==> config.mk <==
export PLATFORM = sky130hd
export DESIGN_NAME = rc6_ram
export DESIGN_NICKNAME = d
export VERILOG_FILES = /design/src/rc6_ram.sv
export SDC_FILE = /design/constraint.sdc
export NUM_CORES = 1
export LEC_CHECK = 0
export CORE_UTILIZATION = 57
export DETAILED_ROUTE_END_ITERATION = 8
export DONT_BUFFER_PORTS = 1
export PLACE_DENSITY_LB_ADDON = 0.12
export SKIP_CTS_REPAIR_TIMING = 1
export SYNTH_ARGS = -nofsm -noshare
export SYNTH_HDL_FRONTEND = slang
export SYNTH_SLANG_ARGS = --single-unit
==> constraint.sdc <==
create_clock -name clk_i -period 3.66 [get_ports clk_i]
set_input_delay 0.183 -clock clk_i [delete_from_list [all_inputs] [get_ports clk_i]]
set_output_delay 0.183 -clock clk_i [all_outputs]
set_load 0.02 [all_outputs]
==> src/rc6_ram.sv <==
// rc6_ram: generic single-write, single-read RAM with registered read data.
// No dependencies.
module rc6_ram #(
  parameter int WIDTH = 32,
  parameter int DEPTH = 44,
  parameter int AW    = $clog2(DEPTH)
) (
  input  logic             clk_i,
  input  logic             we_i,
  input  logic [AW-1:0]    waddr_i,
  input  logic [WIDTH-1:0] wdata_i,
  input  logic [AW-1:0]    raddr_i,
  output logic [WIDTH-1:0] rdata_o
);

  logic [WIDTH-1:0] mem [DEPTH];
  logic [WIDTH-1:0] rdata_q;

  // Write port and registered read port
  always_ff @(posedge clk_i) begin
    if (we_i) begin
      mem[waddr_i] <= wdata_i;
    end
    rdata_q <= mem[raddr_i];
  end

  assign rdata_o = rdata_q;

endmodule

== After elaboration in Yosys (flattened, before gate mapping) ==
Memory sizes are Yosys's and may differ from the RTL's. A register that Yosys moved wholly into a read port is not among the register bits.
Cells that the tools add are included.
Storage, ports and cells
  register bits: 0
  RAM bits: 1408
  logic and storage cells: 3
  memories kept: 1
Operators by class
  multiplexer cells: 2
Memories
  mem: depth 44, width 32, rd ports 1, clocked after Yosys merged registers in 1, write ports 1, RTL line 16  | logic [WIDTH-1:0] mem [DEPTH];
Operator list (count)
  1-bit two-way mux: 2

== Longest topological paths before layout ==
Gate-level depths: netlist (run 1).
  word-level depth: 2
  depth in mapped cells: 8

== Worst setup path after synthesis (run 1) ==
Ideal clock, no wire load.
  path kind: input -> register
  start point: in waddr_i[1]
  end point: mem mem[21][0], enable pin
  library setup time: 502 ps
  arrival time: 3476 ps
  path slack: -318 ps
  cell stages on the path: 2
  cell sequence: nand2b_1 > nor4_1
RTL lines
  start, declared: RTL line 10  | input logic [AW-1:0] waddr_i,
  end, declared: RTL line 16
Straight into the memory's write port.

==> flow_summary.toml, run 1 <==
[grt]
grt_max_degree = 417
grt_pass1_vias = 26086
antenna_found_initial = 6
global_route.usage.total_pct = 27.7
grt_pass1_wl_um = 190000
overflow = 0

[route]
first_pass_iters = 6
vias = 26463
drt_iter0_drc = 3445
viasPerCell = 6.59
wl_per_cell_um = 33.7
route.detailed.drc = 0
routed_wl_um = 135000
ant_nets = 0

[worst_setup_path]
r2r_slack_ns = 1.11
critical_path_arrival_ns = 3.91
crit_fanout = 292
end_kind = "register"
worst_r2r_path_depth = 6
endpoint = "rdata_o[13]$_DFF_P_"
crit_type = "input pin to register"
rr_endpoint = "rdata_o[13]$_DFF_P_"
crit_start = "raddr_i[1]"
crit_required_ns = 4.35
start_kind = "input pin"
r2r_start = "mem[32][13]$_DFFE_PP_"

[sta]
setup_tns_ns = 0
slew_headroom_pct = -11.3
worst_pin_slew_ns = 1.67
clock_skew_ns = 0.0227
setup_viol = 0
whs_ns = -0.0407
fin_crit_ns = 3.22
fin_crit_sh_pct = 88.0
clock.fmax_mhz = 311
rsz0062_at_grt = "no"
final_hold_viol_count = 1
slew_viol_final = 205

[power]
clkPwrFrac_pct = 42.2
pwr_density_cell_nw_per_um2 = 554
internal-power_mw = 27.3
p_comb_share_pct = 4.3
seq_power_share_pct = 53.5
total_power_mw = 34.4
leakage_nw = 19.5
p_sw_mw = 7.10
switching_share_pct = 20.6
ir_drop_uv = 521

[layout]
multi_input_area_um2 = 11300
utilization_pct = 65.5
synthToLayoutAreaGrowth_pct = 13.8
fill_cells = 6092
stdcell_count = 4013
register_area_um2 = 42900
nets = 2674
layout-drive-gt1-share_pct = 24.1

[place]
dp_hpwl_um = 72000
port_buffers = 0
place_inst = 3671
routabilityCongestion = 0.841

[die]
floorplan.initialDensity_pct = 57.5
io_pins = 78
fp.dieH_um = 311
core-area_um2 = 94900
rows = 113
die-area_um2 = 97000
die_x_um = 311

[job]
drv_cap = 0

[synth]
synth_top_area_cell = "edfxtp_1"
synthCells = 2500
syn_area_um2 = 54600
synth_adder_area_share_pct = 0
seq_area_frac_synth_pct = 78.7
synth_top_area_share_pct = 77.5
async_reset_ff_share_pct = 0
avgSynthCellArea_um2 = 21.8
yosysMostFrequentCell = "edfxtp_1"
synth_ff_type = "edfxtp_1"
yosys.cell_types.count = 33
synth_common_cells = "edfxtp_1, mux4_2, mux2i_1, a21oi_1, clkbuf_1"
synth-edff-count = 1408
yosys.area_share.simple_pct = 1.14
synth_nets = 2546
ys_ff_latch = 1440
synth_compound_area_share_pct = 3.38
synth_top_family_by_area = "multiplexers"
synthMuxAreaShare_pct = 15.6
synthTopCellsByArea = "edfxtp_1, mux4_2, mux2i_1"
yosysWarningCount = 0
synth_xor_xnor_area_share_pct = 0

[outcome]
status = "finished with violations"
violations = "negative hold slack, max-slew violations"

[hold_path]
hold_class = "input pin to register"

[clock_network]
clock_sinks = 1440
htree_levels = 4
cts-root-buf = "clkbuf_16"
cts_tree = "yes"
clockBufferDepth = 3
path_clk_slew_ns = 0.06
cts_made_buffers = 145
clock_latency_ns = 0.75
[power by group through the flow]
stage	logic, mW	registers, mW	clock network [mW]
2_1_floorplan	0.886	18.7	0
3_3_place_gp	0.983	18.7	0
3_5_place_dp	0.986	18.7	0
4_1_cts	0.992	18.4	14.7
5_1_grt	1.54	18.4	15.3
6_report	1.49	18.4	14.5
[sequential cells by signal, summed over array words and instances, names as in the netlist]
register  count
mem        1408
rdata_o      32
[cell type report]
type	instances	share of cell area, %
antenna	4	0.0161
inverter	1	0.00604
sequential	1440	69.1
tap	1265	2.55
clock buffer	185	6.29
clock inverter	78	1.23
timing repair buffer	125	2.59
multi-input combinational	915	18.2
[placed cells by master (no fill, tap or decap), types with 32 or more instances in the layout]
| cell | n |
|---|---|
| buf_12 | 36 |
| buf_4 | 44 |
| clkbuf_16 | 149 |
| o22ai_1 | 32 |
| nor2_4 | 40 |
| a21oi_1 | 74 |
| edfxtp_1 | 1408 |
| dlygate4sd3_1 | 39 |
| clkbuf_1 | 32 |
| a221oi_1 | 32 |
| nand2_1 | 62 |
| a22oi_1 | 64 |
| mux2i_1 | 128 |
| mux2_1 | 39 |
| dfxtp_1 | 32 |
| mux4_2 | 288 |
[worst min-delay path by stage]
stage | from | to | slack (ns) | depth (start not counted)
6_report | raddr_i[3] | rdata_o[3]$_DFF_P_ | -0.04 | 3
5_1_grt | raddr_i[2] | rdata_o[14]$_DFF_P_ | 0.001 | 4
4_1_cts | wdata_i[6] | mem[18][6]$_DFFE_PP_ | -0.51 | 0
3_5_place_dp | wdata_i[28] | mem[24][28]$_DFFE_PP_ | 0.28 | 0
3_3_place_gp | wdata_i[28] | mem[24][28]$_DFFE_PP_ | 0.28 | 0
2_1_floorplan | wdata_i[0] | mem[0][0]$_DFFE_PP_ | 0.28 | 0
[worst max-delay path: stages]
cell,delay [ns]
nand2_1,1.35
buf_4,0.40
o22ai_1,0.14
a221oi_1,0.26
o211ai_1,0.18
o21ai_1,0.15
dlygate4sd3_1,0.56
[logic make-up (layout without fill, tap and decap cells)]
kind of cell	count (synthesis)	after routing
flops	1440	1440
buf+inv	145	389
other cells	0	4
simple gates	147	147
compound gates	288	288
mux	480	480
[stage by stage]
stage | setup WS, ns | area [um^2]
global placement | 0.934 | 56300
floorplan | 0.284 | 54600
global route | 0.709 | 62100
CTS | 1.48 | 60900
finish | 0.439 | 62100
detailed placement | 0.938 | 56300
[per-layer routing]
metal  track usage [%]  vias up  share of wire [%]
li1                  -    10805                  -
met1              40.9    14188                 40
met3              7.21      157                 11
met4              5.81        0                1.6
met5                 0        -                  0
met2              42.4     1313                 47
Power figures use the tool's default switching activity.
==> run 2: changes to the inputs <==
--- a/config.mk
+++ b/config.mk
@@ -9,6 +9,7 @@
 export DETAILED_ROUTE_END_ITERATION = 8
 export DONT_BUFFER_PORTS = 1
 export PLACE_DENSITY_LB_ADDON = 0.12
+export RECOVER_POWER = 25
 export SKIP_CTS_REPAIR_TIMING = 1
 export SYNTH_ARGS = -nofsm -noshare
 export SYNTH_HDL_FRONTEND = slang
==> run 2 against run 1 <==
Effect of this change:
- the flow finishes with violations (negative hold slack, max-capacitance violations, max-slew violations)
- non-clock buffer count unchanged
- combinational power shrank 5%
- first-iteration DRC count down 3.5%
- hold slack worse by 0.0055 ns
- cell area fell by 0.71%
- die area unchanged
- clock-buffer cell count is the same
- utilization decreased by 0.47 points
- clock skew barely moved
- register-to-register slack about the same
- global-route usage did not move
- critical path type unchanged
==> flow_summary.toml, run 2 (synthesis gave the netlist of run 1 again) <==
[outcome]
status = "finished with violations"
violations = "negative hold slack, max-capacitance violations, max-slew violations"

[worst_setup_path]
crit_buf_inv = 2
critical_path_arrival_ns = 4.02
cpPeakStageDelay_ns = 1.40
slowest_stage = "nand2_1"
crit_type = "input pin to register"
end_kind = "register"
critPathTopFamily = "simple AND/OR/NAND/NOR gates"
crit_required_ns = 4.35
path_cells = "nand2_1 > buf_4 > o22ai_1 > a221oi_1 > o211ai_1 > o21ai_1 > dlygate4sd3_1"
crit_fanout = 292
start_kind = "input pin"

[clock_network]
cts_tree = "yes"
clock_sinks = 1440
path_clk_slew_ns = 0.06
clock_latency_ns = 0.75
htree_levels = 4
clockBufferDepth = 3
cts_made_buffers = 145
cts-root-buf = "clkbuf_16"

[power]
total_power_mw = 34.4
ir_drop_uv = 516
pwr_density_cell_nw_per_um2 = 557
leakage_nw = 19.3

[route]
routed_wl_um = 135000
ant_nets = 0
vias = 26449
drt_iter0_drc = 3326
wl_per_cell_um = 33.7
first_pass_iters = 5
viasPerCell = 6.59
route.detailed.drc = 0

[sta]
whs_ns = -0.0462
final_hold_viol_count = 2
clock_skew_ns = 0.0226
clock.fmax_mhz = 300
setup_tns_ns = 0
worst_pin_slew_ns = 2.37
fin_crit_ns = 3.33
slew_viol_final = 1424
setup_viol = 0
rsz0062_at_grt = "no"
setup_slack_ns = 0.329
slew_headroom_pct = -58.2
fin_crit_sh_pct = 91.0

[layout]
layout_commonest_cell = "edfxtp_1"
final_cell_mix = "edfxtp_1, mux4_2, clkbuf_16, mux2i_1, a21oi_1"
stdcell_count = 4012
layout-drive-gt1-share_pct = 23.1
nets = 2674
synthToLayoutAreaGrowth_pct = 13.0
largest_reg_flops = 1408
regMostFlops = "mem"
fin_area_um2 = 61700
fill_cells = 6153
utilization_pct = 65.0

[die]
io_pins = 78
die-area_um2 = 97000
die_x_um = 311
fp.dieH_um = 311
floorplan.initialDensity_pct = 57.5
core-area_um2 = 94900
rows = 113

[grt]
grt_max_degree = 417
antenna_found_initial = 6
grt_pass1_vias = 26086
grt_pass1_wl_um = 190000
overflow = 0
global_route.usage.total_pct = 27.7

[place]
dp_slack_ns = 0.938
routabilityCongestion = 0.841
port_buffers = 0
placed_cell_area_um2 = 56300
dp_hpwl_um = 72000
place_inst = 3671

[hold_path]
hold_class = "input pin to register"

[job]
drv_cap = 27
-- run 2: final cells by class --
cell class / count / area, um^2 / share of cell area [%]
antenna: 3 / 7.51 / 0.0122
clock buffer: 185 / 3900 / 6.33
clock inverter: 78 / 764 / 1.24
inverter: 1 / 3.75 / 0.00609
multi-input combinational: 915 / 11300 / 18.4
sequential: 1440 / 42900 / 69.6
tap: 1265 / 1580 / 2.57
timing repair buffer: 125 / 1170 / 1.89
-- run 2: final timing paths --
path | end | cells past startpoint | slack (ns) | startpoint
setup / recovery | rdata_o[13]$_DFF_P_ | 7 | 0.33 | raddr_i[1]
hold / removal | rdata_o[14]$_DFF_P_ | 4 | -0.05 | raddr_i[2]
setup reg to reg | rdata_o[13]$_DFF_P_ | 6 | 1.11 | mem[32][13]$_DFFE_PP_
hold reg to reg | rdata_o[4]$_DFF_P_ | 4 | 0.84 | mem[0][4]$_DFFE_PP_
-- run 2: report_power, final --
| part | total, mW | switching, mW | internal, mW |
|---|---|---|---|
| Clock | 14.5 | 6.10 | 8.42 |
| Sequential | 18.4 | 0.155 | 18.3 |
| Combinational | 1.42 | 0.835 | 0.589 |
| Total | 34.4 | 7.09 | 27.3 |
-- run 2: worst register-to-register path, cell delays in order, from the launching register on --
cell and delay [ns]:
edfxtp_1 0.37, mux4_2 0.46, mux2i_1 0.27, o21ai_0 0.23
a21oi_1 0.41, o21ai_1 0.12, dlygate4sd3_1 0.57
-- run 2: metal layers --
metal  GRT usage, %  up-vias  routed length, um  share of wire, %
met5              0        -                  0                 0
met4           5.81        0               2080               1.5
met3           7.21      159              14700                11
met2           42.4     1318              63600                47
met1           40.9    14183              54700                40
li1               -    10789                  -                 -
